**src/rtl/i2p_pkg.sv**
```systemverilog
// ----------------------------------------------------------------------------
// i2p_pkg
// Shared types and codes for the infix to postfix converter.
// ----------------------------------------------------------------------------
package i2p_pkg;

    // Input token kinds
    localparam logic [3:0] KIND_NUMBER    = 4'd0;
    localparam logic [3:0] KIND_VARIABLE  = 4'd1;
    localparam logic [3:0] KIND_OPERATOR  = 4'd2;
    localparam logic [3:0] KIND_FUNCTION  = 4'd3;
    localparam logic [3:0] KIND_SPECIAL   = 4'd4;
    localparam logic [3:0] KIND_LPAREN    = 4'd5;
    localparam logic [3:0] KIND_RPAREN    = 4'd6;
    localparam logic [3:0] KIND_SEPARATOR = 4'd7;
    localparam logic [3:0] KIND_ERROR     = 4'd8;
    localparam logic [3:0] KIND_END       = 4'd9;

    // Output token kinds
    localparam logic [1:0] OKIND_OPERAND  = 2'd0;
    localparam logic [1:0] OKIND_OPERATOR = 2'd1;
    localparam logic [1:0] OKIND_FUNCTION = 2'd2;
    localparam logic [1:0] OKIND_SPECIAL  = 2'd3;

    // Result status codes
    localparam logic [2:0] ST_TOKEN         = 3'd0;
    localparam logic [2:0] ST_DONE          = 3'd1;
    localparam logic [2:0] ST_ERROR_TOKEN   = 3'd2;
    localparam logic [2:0] ST_UNMATCHED_RP  = 3'd3;
    localparam logic [2:0] ST_BAD_SEPARATOR = 3'd4;
    localparam logic [2:0] ST_UNMATCHED_LP  = 3'd5;
    localparam logic [2:0] ST_OVERFLOW      = 3'd6;
    localparam logic [2:0] ST_UNKNOWN_KIND  = 3'd7;

    // What an operator stack entry holds
    typedef enum logic [1:0] {
        SC_OPER = 2'd0,
        SC_FUNC = 2'd1,
        SC_SPEC = 2'd2,
        SC_LPAR = 2'd3
    } stack_code_t;

    typedef struct packed {
        stack_code_t code;
        logic        unary;
        logic [3:0]  prec;
        logic [15:0] id;
    } stack_entry_t;

    typedef struct packed {
        logic [3:0]  token_kind;
        logic [15:0] token_id;
        logic [3:0]  precedence;
    } token_beat_t;

    typedef struct packed {
        logic [15:0] out_token_id;
        logic [1:0]  out_kind;
        logic [3:0]  out_precedence;
        logic        out_unary;
        logic [2:0]  out_status;
        logic        out_last;
    } result_beat_t;

    // Controller to datapath
    typedef struct packed {
        logic       load;
        logic       pop;
        logic       pop_emit;
        logic       push;
        logic       emit_status;
        logic       emit_operand;
        logic [2:0] status;
        logic       finish;
        logic       end_clear;
        logic       fail;
        logic       exp_set;
        logic       exp_clr;
    } i2p_cmd_t;

    // Datapath to controller
    typedef struct packed {
        logic [3:0]  kind;
        logic [3:0]  prec;
        logic        count_zero;
        logic        count_full;
        stack_code_t top_code;
        logic [3:0]  top_prec;
        logic        lparen_any;
        logic        err;
        logic [2:0]  err_code;
        logic        can_emit;
    } i2p_sts_t;

endpackage

```
**src/rtl/i2p_ram.sv**
```systemverilog
// ----------------------------------------------------------------------------
// i2p_ram
// Generic single write port RAM with one registered read port.
// ----------------------------------------------------------------------------
module i2p_ram #(
    parameter int WIDTH = 8,
    parameter int DEPTH = 32
) (
    input  logic                              clk,
    input  logic                              we,
    input  logic [$clog2(DEPTH)-1:0]          waddr,
    input  logic [WIDTH-1:0]                  wdata,
    input  logic                              re,
    input  logic [$clog2(DEPTH)-1:0]          raddr,
    output logic [WIDTH-1:0]                  rdata
);

    logic [WIDTH-1:0] mem [DEPTH];
    logic [WIDTH-1:0] rdata_reg;

    always_ff @(posedge clk)
    begin
        if (we)
        begin
            mem[waddr] <= wdata;
        end
        if (re)
        begin
            rdata_reg <= mem[raddr];
        end
    end

    assign rdata = rdata_reg;

endmodule

```
**src/rtl/i2p_dpath.sv**
```systemverilog
// ----------------------------------------------------------------------------
// i2p_dpath
// Token register, operator stack, flags and result hold/output registers.
// ----------------------------------------------------------------------------
module i2p_dpath
    import i2p_pkg::*;
#(
    parameter int STACK_DEPTH = 32
) (
    input  logic         clk,
    input  logic         rst_n,
    input  token_beat_t  token,
    input  i2p_cmd_t     cmd,
    output i2p_sts_t     sts,
    output logic         result_valid,
    input  logic         result_ready,
    output result_beat_t result
);

    localparam int CW = $clog2(STACK_DEPTH + 1);
    localparam int AW = $clog2(STACK_DEPTH);
    localparam int EW = $bits(stack_entry_t);

    token_beat_t  tok_reg;
    logic [CW-1:0] count_reg, count_next;
    logic [CW-1:0] lpar_reg, lpar_next;
    logic [CW-1:0] count_m2;
    stack_entry_t top_reg;
    logic         top_ram_reg;
    stack_entry_t top;
    stack_entry_t push_entry;
    logic [EW-1:0] ram_rdata;
    logic         ram_re;
    logic         exp_reg;
    logic         err_reg;
    logic [2:0]   code_reg;

    result_beat_t hold_reg, out_reg, out_next, res_new;
    logic         hold_valid_reg, hold_final_reg, out_valid_reg;
    logic         out_free, emit, move;

    // Stack storage
    assign count_m2 = count_reg - CW'(2);
    assign ram_re   = cmd.pop && (count_reg > CW'(1));

    i2p_ram #(
        .WIDTH (EW),
        .DEPTH (STACK_DEPTH)
    ) u_stack (
        .clk   (clk),
        .we    (cmd.push),
        .waddr (count_reg[AW-1:0]),
        .wdata (push_entry),
        .re    (ram_re),
        .raddr (count_m2[AW-1:0]),
        .rdata (ram_rdata)
    );

    assign top = top_ram_reg ? stack_entry_t'(ram_rdata) : top_reg;

    always_comb
    begin
        push_entry.id    = tok_reg.token_id;
        push_entry.prec  = tok_reg.precedence;
        push_entry.unary = exp_reg && (tok_reg.token_kind == KIND_OPERATOR);
        case (tok_reg.token_kind)
            KIND_OPERATOR: push_entry.code = SC_OPER;
            KIND_FUNCTION: push_entry.code = SC_FUNC;
            KIND_SPECIAL:  push_entry.code = SC_SPEC;
            default:       push_entry.code = SC_LPAR;
        endcase
    end

    always_comb
    begin
        count_next = count_reg;
        lpar_next  = lpar_reg;
        if (cmd.fail || cmd.end_clear)
        begin
            count_next = '0;
            lpar_next  = '0;
        end
        else if (cmd.push)
        begin
            count_next = count_reg + CW'(1);
            if (tok_reg.token_kind == KIND_LPAREN)
            begin
                lpar_next = lpar_reg + CW'(1);
            end
        end
        else if (cmd.pop)
        begin
            count_next = count_reg - CW'(1);
            if (!cmd.pop_emit)
            begin
                lpar_next = lpar_reg - CW'(1);
            end
        end
    end

    // Result selection
    always_comb
    begin
        res_new                = '0;
        res_new.out_token_id   = tok_reg.token_id;
        if (cmd.pop_emit)
        begin
            res_new.out_token_id = top.id;
            case (top.code)
                SC_OPER:
                begin
                    res_new.out_kind       = OKIND_OPERATOR;
                    res_new.out_precedence = top.prec;
                    res_new.out_unary      = top.unary;
                end
                SC_FUNC: res_new.out_kind = OKIND_FUNCTION;
                default: res_new.out_kind = OKIND_SPECIAL;
            endcase
        end
        else if (cmd.emit_status)
        begin
            res_new.out_status = cmd.status;
        end
    end

    assign emit     = cmd.pop_emit || cmd.emit_status || cmd.emit_operand;
    assign out_free = !out_valid_reg || result_ready;
    assign move     = hold_valid_reg && (emit || hold_final_reg) && out_free;

    always_comb
    begin
        out_next          = hold_reg;
        out_next.out_last = hold_final_reg;
    end

    always_ff @(posedge clk or negedge rst_n)
    begin
        if (!rst_n)
        begin
            count_reg      <= '0;
            lpar_reg       <= '0;
            top_ram_reg    <= 1'b0;
            exp_reg        <= 1'b1;
            err_reg        <= 1'b0;
            code_reg       <= ST_TOKEN;
            hold_valid_reg <= 1'b0;
            hold_final_reg <= 1'b0;
            out_valid_reg  <= 1'b0;
        end
        else
        begin
            count_reg <= count_next;
            lpar_reg  <= lpar_next;
            if (cmd.push)
            begin
                top_ram_reg <= 1'b0;
            end
            else if (cmd.pop)
            begin
                top_ram_reg <= 1'b1;
            end

            if (cmd.end_clear || cmd.exp_set)
            begin
                exp_reg <= 1'b1;
            end
            else if (cmd.exp_clr)
            begin
                exp_reg <= 1'b0;
            end

            if (cmd.fail)
            begin
                err_reg  <= 1'b1;
                code_reg <= cmd.status;
            end
            else if (cmd.end_clear)
            begin
                err_reg  <= 1'b0;
                code_reg <= ST_TOKEN;
            end

            // Hold one result back until it is known whether it ends the item
            if (emit)
            begin
                hold_valid_reg <= 1'b1;
                hold_final_reg <= cmd.finish;
            end
            else
            begin
                if (move)
                begin
                    hold_valid_reg <= 1'b0;
                end
                if (cmd.finish)
                begin
                    hold_final_reg <= 1'b1;
                end
            end

            if (move)
            begin
                out_valid_reg <= 1'b1;
            end
            else if (result_ready)
            begin
                out_valid_reg <= 1'b0;
            end
        end
    end

    always_ff @(posedge clk)
    begin
        if (cmd.load)
        begin
            tok_reg <= token;
        end
        if (cmd.push)
        begin
            top_reg <= push_entry;
        end
        if (emit)
        begin
            hold_reg <= res_new;
        end
        if (move)
        begin
            out_reg <= out_next;
        end
    end

    assign result_valid = out_valid_reg;
    assign result       = out_reg;

    always_comb
    begin
        sts.kind       = tok_reg.token_kind;
        sts.prec       = tok_reg.precedence;
        sts.count_zero = (count_reg == '0);
        sts.count_full = (count_reg == CW'(STACK_DEPTH));
        sts.top_code   = top.code;
        sts.top_prec   = top.prec;
        sts.lparen_any = (lpar_reg != '0);
        sts.err        = err_reg;
        sts.err_code   = code_reg;
        sts.can_emit   = !hold_valid_reg || out_free;
    end

endmodule

```
**src/rtl/i2p_ctrl.sv**
```systemverilog
// ----------------------------------------------------------------------------
// i2p_ctrl
// Sequencer: decides per cycle whether to pop, push, emit or finish a token.
// ----------------------------------------------------------------------------
module i2p_ctrl
    import i2p_pkg::*;
(
    input  logic     clk,
    input  logic     rst_n,
    input  logic     token_valid,
    output logic     token_ready,
    input  i2p_sts_t sts,
    output i2p_cmd_t cmd
);

    typedef enum logic [2:0] {
        S_IDLE  = 3'b001,
        S_EXEC  = 3'b010,
        S_RFUNC = 3'b100
    } state_t;

    state_t     state_reg, state_next;
    logic       do_fail;
    logic       do_end;
    logic [2:0] st_code;
    logic       top_poppable;
    logic       top_is_func;

    assign top_poppable = !sts.count_zero && (sts.top_code == SC_OPER) &&
                          (sts.top_prec >= sts.prec);
    assign top_is_func  = !sts.count_zero &&
                          ((sts.top_code == SC_FUNC) || (sts.top_code == SC_SPEC));
    assign token_ready  = (state_reg == S_IDLE);

    always_comb
    begin
        cmd        = '0;
        state_next = state_reg;
        do_fail    = 1'b0;
        do_end     = 1'b0;
        st_code    = ST_TOKEN;
        case (state_reg)
            S_IDLE:
            begin
                if (token_valid)
                begin
                    cmd.load   = 1'b1;
                    state_next = S_EXEC;
                end
            end
            S_EXEC:
            begin
                if (sts.kind == KIND_END)
                begin
                    if (sts.err)
                    begin
                        do_end  = 1'b1;
                        st_code = sts.err_code;
                    end
                    else if (sts.lparen_any)
                    begin
                        do_end  = 1'b1;
                        st_code = ST_UNMATCHED_LP;
                    end
                    else if (!sts.count_zero)
                    begin
                        if (sts.can_emit)
                        begin
                            cmd.pop      = 1'b1;
                            cmd.pop_emit = 1'b1;
                        end
                    end
                    else
                    begin
                        do_end  = 1'b1;
                        st_code = ST_DONE;
                    end
                end
                else if (sts.err)
                begin
                    // drop everything until the end token
                    cmd.finish = 1'b1;
                    state_next = S_IDLE;
                end
                else
                begin
                    case (sts.kind)
                        KIND_NUMBER, KIND_VARIABLE:
                        begin
                            if (sts.can_emit)
                            begin
                                cmd.emit_operand = 1'b1;
                                cmd.exp_clr      = 1'b1;
                                cmd.finish       = 1'b1;
                                state_next       = S_IDLE;
                            end
                        end
                        KIND_OPERATOR:
                        begin
                            if (top_poppable)
                            begin
                                if (sts.can_emit)
                                begin
                                    cmd.pop      = 1'b1;
                                    cmd.pop_emit = 1'b1;
                                end
                            end
                            else if (sts.count_full)
                            begin
                                do_fail = 1'b1;
                                st_code = ST_OVERFLOW;
                            end
                            else
                            begin
                                cmd.push    = 1'b1;
                                cmd.exp_set = 1'b1;
                                cmd.finish  = 1'b1;
                                state_next  = S_IDLE;
                            end
                        end
                        KIND_FUNCTION, KIND_SPECIAL, KIND_LPAREN:
                        begin
                            if (sts.count_full)
                            begin
                                do_fail = 1'b1;
                                st_code = ST_OVERFLOW;
                            end
                            else
                            begin
                                cmd.push    = 1'b1;
                                cmd.exp_set = 1'b1;
                                cmd.finish  = 1'b1;
                                state_next  = S_IDLE;
                            end
                        end
                        KIND_RPAREN:
                        begin
                            if (!sts.lparen_any)
                            begin
                                do_fail = 1'b1;
                                st_code = ST_UNMATCHED_RP;
                            end
                            else if (sts.top_code == SC_LPAR)
                            begin
                                // discard the matching paren, then check for a function
                                cmd.pop    = 1'b1;
                                state_next = S_RFUNC;
                            end
                            else if (sts.can_emit)
                            begin
                                cmd.pop      = 1'b1;
                                cmd.pop_emit = 1'b1;
                            end
                        end
                        KIND_SEPARATOR:
                        begin
                            if (!sts.lparen_any)
                            begin
                                do_fail = 1'b1;
                                st_code = ST_BAD_SEPARATOR;
                            end
                            else if (sts.top_code == SC_LPAR)
                            begin
                                cmd.exp_set = 1'b1;
                                cmd.finish  = 1'b1;
                                state_next  = S_IDLE;
                            end
                            else if (sts.can_emit)
                            begin
                                cmd.pop      = 1'b1;
                                cmd.pop_emit = 1'b1;
                            end
                        end
                        KIND_ERROR:
                        begin
                            do_fail = 1'b1;
                            st_code = ST_ERROR_TOKEN;
                        end
                        default:
                        begin
                            do_fail = 1'b1;
                            st_code = ST_UNKNOWN_KIND;
                        end
                    endcase
                end

                if ((do_fail || do_end) && sts.can_emit)
                begin
                    cmd.emit_status = 1'b1;
                    cmd.status      = st_code;
                    cmd.fail        = do_fail;
                    cmd.end_clear   = do_end;
                    cmd.finish      = 1'b1;
                    state_next      = S_IDLE;
                end
            end
            S_RFUNC:
            begin
                if (top_is_func)
                begin
                    if (sts.can_emit)
                    begin
                        cmd.pop      = 1'b1;
                        cmd.pop_emit = 1'b1;
                        cmd.exp_clr  = 1'b1;
                        cmd.finish   = 1'b1;
                        state_next   = S_IDLE;
                    end
                end
                else
                begin
                    cmd.exp_clr = 1'b1;
                    cmd.finish  = 1'b1;
                    state_next  = S_IDLE;
                end
            end
            default:
            begin
                state_next = S_IDLE;
            end
        endcase
    end

    always_ff @(posedge clk or negedge rst_n)
    begin
        if (!rst_n)
        begin
            state_reg <= S_IDLE;
        end
        else
        begin
            state_reg <= state_next;
        end
    end

endmodule

```
**src/rtl/infix_to_postfix_converter_unit.sv**
```systemverilog
// ----------------------------------------------------------------------------
// infix_to_postfix_converter_unit
// Shunting-yard converter: one infix token in, zero or more postfix beats out.
// Each token beat is taken in while the sequencer is idle; the sequencer then
// works through the stack pops and emitted results of that token in turn and
// then pushes it or finishes, and no new token is taken until it has finished.
// A right parenthesis pops the entries above its left parenthesis, then drops
// the left parenthesis, then emits the function under it or finishes. Pops
// run one per cycle while the output has room, paced by the registered read
// of the stack RAM. The last result of a token carries out_last; tokens that
// cause no result (pushes, drops after an error) give no beat. The stack RAM
// needs no clearing after reset.
// ----------------------------------------------------------------------------
module infix_to_postfix_converter_unit
    import i2p_pkg::*;
#(
    parameter int STACK_DEPTH = 32
) (
    input  logic         clk,
    input  logic         rst_n,
    input  logic         token_valid,
    output logic         token_ready,
    input  token_beat_t  token,
    output logic         result_valid,
    input  logic         result_ready,
    output result_beat_t result
);

    i2p_cmd_t cmd;
    i2p_sts_t sts;

    i2p_ctrl u_ctrl (
        .clk         (clk),
        .rst_n       (rst_n),
        .token_valid (token_valid),
        .token_ready (token_ready),
        .sts         (sts),
        .cmd         (cmd)
    );

    i2p_dpath #(
        .STACK_DEPTH (STACK_DEPTH)
    ) u_dpath (
        .clk          (clk),
        .rst_n        (rst_n),
        .token        (token),
        .cmd          (cmd),
        .sts          (sts),
        .result_valid (result_valid),
        .result_ready (result_ready),
        .result       (result)
    );

`ifndef SYNTH
    // A token beat is taken only when the sequencer is free
    a_one_token: assert property (@(posedge clk) disable iff (!rst_n)
        (token_valid && token_ready) |=> !token_ready)
        else $error("token taken while busy");

    a_lparen_in_stack: assert property (@(posedge clk) disable iff (!rst_n)
        sts.lparen_any |-> !sts.count_zero)
        else $error("left paren count exceeds stack");

    a_pop_nonempty: assert property (@(posedge clk) disable iff (!rst_n)
        cmd.pop |-> !sts.count_zero)
        else $error("pop from empty stack");

    a_emit_room: assert property (@(posedge clk) disable iff (!rst_n)
        (cmd.pop_emit || cmd.emit_status || cmd.emit_operand) |-> sts.can_emit)
        else $error("result emitted with no room");
`endif

endmodule
```
**config.mk**
```make
export PLATFORM = sky130hd
export DESIGN_NAME = infix_to_postfix_converter_unit
export DESIGN_NICKNAME = d
export VERILOG_FILES = /design/src/rtl/i2p_pkg.sv /design/src/rtl/i2p_ram.sv /design/src/rtl/i2p_dpath.sv /design/src/rtl/i2p_ctrl.sv /design/src/rtl/infix_to_postfix_converter_unit.sv
export SDC_FILE = /design/constraint.sdc
export NUM_CORES = 1
export LEC_CHECK = 0
export BUFFER_PORTS_ARGS = -buffer_cell sky130_fd_sc_hd__buf_2
export CORE_ASPECT_RATIO = 1.4
export CORE_MARGIN = 4
export CORE_UTILIZATION = 45
export CTS_CLUSTER_DIAMETER = 60
export CTS_CLUSTER_SIZE = 30
export DETAILED_ROUTE_END_ITERATION = 16
export GPL_TIMING_DRIVEN = 1
export PLACE_DENSITY = 0.61
export SKIP_CTS_REPAIR_TIMING = 1
export SLEW_MARGIN = 10
export SYNTH_ARGS = -nofsm -noshare
export SYNTH_HDL_FRONTEND = slang
export SYNTH_SLANG_ARGS = --single-unit
export TNS_END_PERCENT = 100
```
**constraint.sdc**
```tcl
create_clock -name clk -period 12.2 [get_ports clk]
set_clock_uncertainty 0.05 [all_clocks]
set_input_delay 0.61 -clock clk [delete_from_list [all_inputs] [get_ports clk]]
set_output_delay 0.61 -clock clk [all_outputs]
set_load 0.005 [all_outputs]
```
==> impl_metrics.json <==
{
  "wl_per_cell_um": 30.9,
  "worst-path-max-fanout": 64,
  "cts_sinks": 883,
  "synth_ff_type": "edfxtp_1",
  "fin_crit_sh_pct": 44.7,
  "slew_headroom_pct": 20.7,
  "async_flop_share_pct": 2.72,
  "first_pass_iters": 5,
  "synth_area_sq_um": 34500,
  "worst_setup_path_start_kind": "flip-flop",
  "clk_latency_ns": 0.65,
  "syn_nets": 1608,
  "grt_pass1_wl_um": 117000,
  "ant_nets": 0,
  "clockBufferDepth": 3,
  "vias": 15900,
  "ys_seq_area_share_pct": 76.6,
  "layout-drive-gt1-share_pct": 29.1,
  "die_x_um": 242,
  "grt_pass1_vias": 16100,
  "die_h_um": 335,
  "status": "complete, no violations",
  "post-route-min-period_ns": 5.45,
  "synth.most_common_cell": "edfxtp_1",
  "setup_viol": 0,
  "min-delay-start": "token[18]",
  "fmax_ghz": 0.183,
  "path_class": "flip-flop to flip-flop",
  "max-vdd-ir-drop_mv": 0.179,
  "ys_ff_latch": 883,
  "synth_top_cell_by_area": "edfxtp_1",
  "drcViolationCount": 0,
  "clockRootBuffer": "clkbuf_16",
  "overflow": 0,
  "clk_pin_slew_ns": 0.11,
  "largest_reg_flops": 736,
  "rr_startpoint": "u_dpath.count_reg[1]$_DFFE_PN0P_",
  "synthCells": 1560,
  "critPathRequiredTime_ns": 12.41,
  "hold_viol_final": 0,
  "cts_max_level": 2,
  "setup_slack_ns": 6.75,
  "start_util_pct": 45.6,
  "synth-edff-count": 859,
  "cap_viol_max_count": 0,
  "cp.arrival_ns": 5.67,
  "endpoint_kind": "flip-flop",
  "dieArea_sq_um": 81100,
  "initialDrtViolationCount": 1675,
  "critPathLaunch": "u_dpath.count_reg[1]$_DFFE_PN0P_",
  "finalMaxSlewViolations": 0,
  "postRouteWirelength_um": 81200,
  "synthDistinctLibCells": 72,
  "yosys.area_share.simple_pct": 2.53,
  "pre_cts_slack_ns": 6.77,
  "io_pins": 57,
  "numPortBuffers": 56,
  "num-nets-final": 1670,
  "grt_max_degree": 127,
  "area.growth.synth_to_final_pct": 10.1,
  "synth_top_family_by_area": "multiplexers",
  "power.density_nw_per_um2": 219,
  "p_leak_nw": 11.7,
  "hp-class": "input pin to flip-flop",
  "cts_tree": "yes",
  "antenna_found_initial": 5,
  "yosys_warnings": 0,
  "fill_cells": 5932,
  "core.rowCount": 119,
  "muxShareOfSynthArea_pct": 16.8,
  "worstMarginPinSlew_ns": 1.19,
  "synth_xor_xnor_area_share_pct": 0.178,
  "vias_per_cell": 6.06,
  "synth_compound_area_share_pct": 2.02,
  "rsz0062_at_grt": "no",
  "synthAdderAreaFrac_pct": 0.748,
  "synth_commonest_cells": "859 x edfxtp_1, 230 x mux4_2, 72 x nor2_1",
  "core_area_sq_um": 75600,
  "cts_buffers": 47,
  "gp_congestion": 0.840,
  "yosysTopAreaCellShare_pct": 74.9,
  "synthTopCellsByArea": "edfxtp_1 75%, mux4_2 15%, dfrtp_1 1.6%",
  "fin_tns_setup_ns": 0,
  "hpwl_um": 49900,
  "grt_usage_pct": 20.0,
  "avgSynthCellArea_sq_um": 22.1
}
layer usage:
metal | up-vias | wire length [um] | GRT usage [%]
li1 | 6628 | - | -
met1 | 8660 | 34700 | 28.9
met2 | 550 | 39500 | 32.4
met3 | 88 | 4560 | 2.77
met4 | 2 | 2460 | 5.87
met5 | - | 13 | 0
placed cells by master (no fill, tap or decap), types with 4 or more instances in the layout:
cell type,count
xnor2_1,4
mux2_2,28
nor2_1,39
nor2b_1,4
nor3_1,4
clkbuf_1,5
a21oi_1,27
inv_16,5
buf_2,56
inv_1,16
o21ai_0,13
nand2_1,30
nor2_4,34
a31oi_1,6
nand2b_1,6
clkinv_8,6
nand3b_1,7
dfrtp_1,20
inv_8,4
clkbuf_16,48
nand3_1,9
and2_1,8
ha_1,18
and3_1,5
buf_4,32
mux4_2,230
mux2i_1,29
inv_6,5
clkinv_16,4
edfxtp_1,859
or3_1,4
a21o_1,5
final timing paths:
| path | to | slack [ns] | depth (start not counted) |
|---|---|---|---|
| setup / recovery | u_dpath.u_stack.mem[3][3]$_DFFE_PP_ | 6.75 | 8 |
| hold / removal | u_dpath.push_entry[14]$_DFFE_PP_ | 0.08 | 1 |
| setup reg to reg | u_dpath.u_stack.mem[3][3]$_DFFE_PP_ | 6.75 | 8 |
| hold reg to reg | u_dpath.result[23]$_DFFE_PP_ | 0.36 | 0 |
| max in group asynchronous | u_dpath.count_reg[1]$_DFFE_PN0P_ | 11.23 | 2 |
| min in group asynchronous | u_dpath.lpar_reg[1]$_DFFE_PN0P_ | 0.44 | 2 |
critical path, stage by stage, from the launching register on:
cell and delay, ns:
dfrtp_4 1.08, inv_1 0.36, ha_1 0.33, nor4b_2 0.20
and2_1 0.23, or4_1 0.56, nor2_4 0.50, nand2_1 0.80
nor2_4 0.92
cells by family (layout without fill, tap and decap cells):
| family | Yosys count | count (layout) |
|---|---|---|
| other cells | 0 | 1 |
| xor+xnor | 7 | 7 |
| mux | 287 | 287 |
| compound gates | 97 | 97 |
| flops | 883 | 883 |
| buf+inv | 94 | 193 |
| simple gates | 172 | 172 |
| fa+ha+maj | 20 | 20 |
metrics by stage:
step / util, % / instance area (sq um) / hold slack (ns) / cells / total power (W)
CTS: 50.1 / 37900 / -0.116 / 2625 / 0.00838
detailed placement: 47.9 / 36200 / 0.355 / 2539 / 0.00649
global route: 50.2 / 38000 / 0.0406 / 2627 / 0.00860
floorplan: - / 34500 / 0.264 / 1560 / 0.00547
finish: 50.2 / 38000 / 0.0770 / 2628 / 0.00830
global placement: 47.9 / 36200 / 0.355 / 2539 / 0.00645
area by class of cell:
| type | instances | area, sq um | share of cell area [%] |
|---|---|---|---|
| clock buffer | 53 | 1220 | 3.21 |
| inverter | 16 | 60.1 | 0.158 |
| clock inverter | 33 | 494 | 1.30 |
| timing repair buffer | 91 | 578 | 1.52 |
| tap | 968 | 1210 | 3.19 |
| antenna | 1 | 2.50 | 0.00659 |
| sequential | 883 | 26400 | 69.6 |
| multi-input combinational | 583 | 7980 | 21.0 |
report_power, final:
part,total [W],switching (W),internal (W),leakage [nW]
sequential,0.00374,0.000149,0.00359,8.03
clock,0.00191,0.00109,0.000822,0.819
combinational,0.00265,0.00150,0.00115,2.80
No activity file was read; power rests on OpenSTA's default activity.
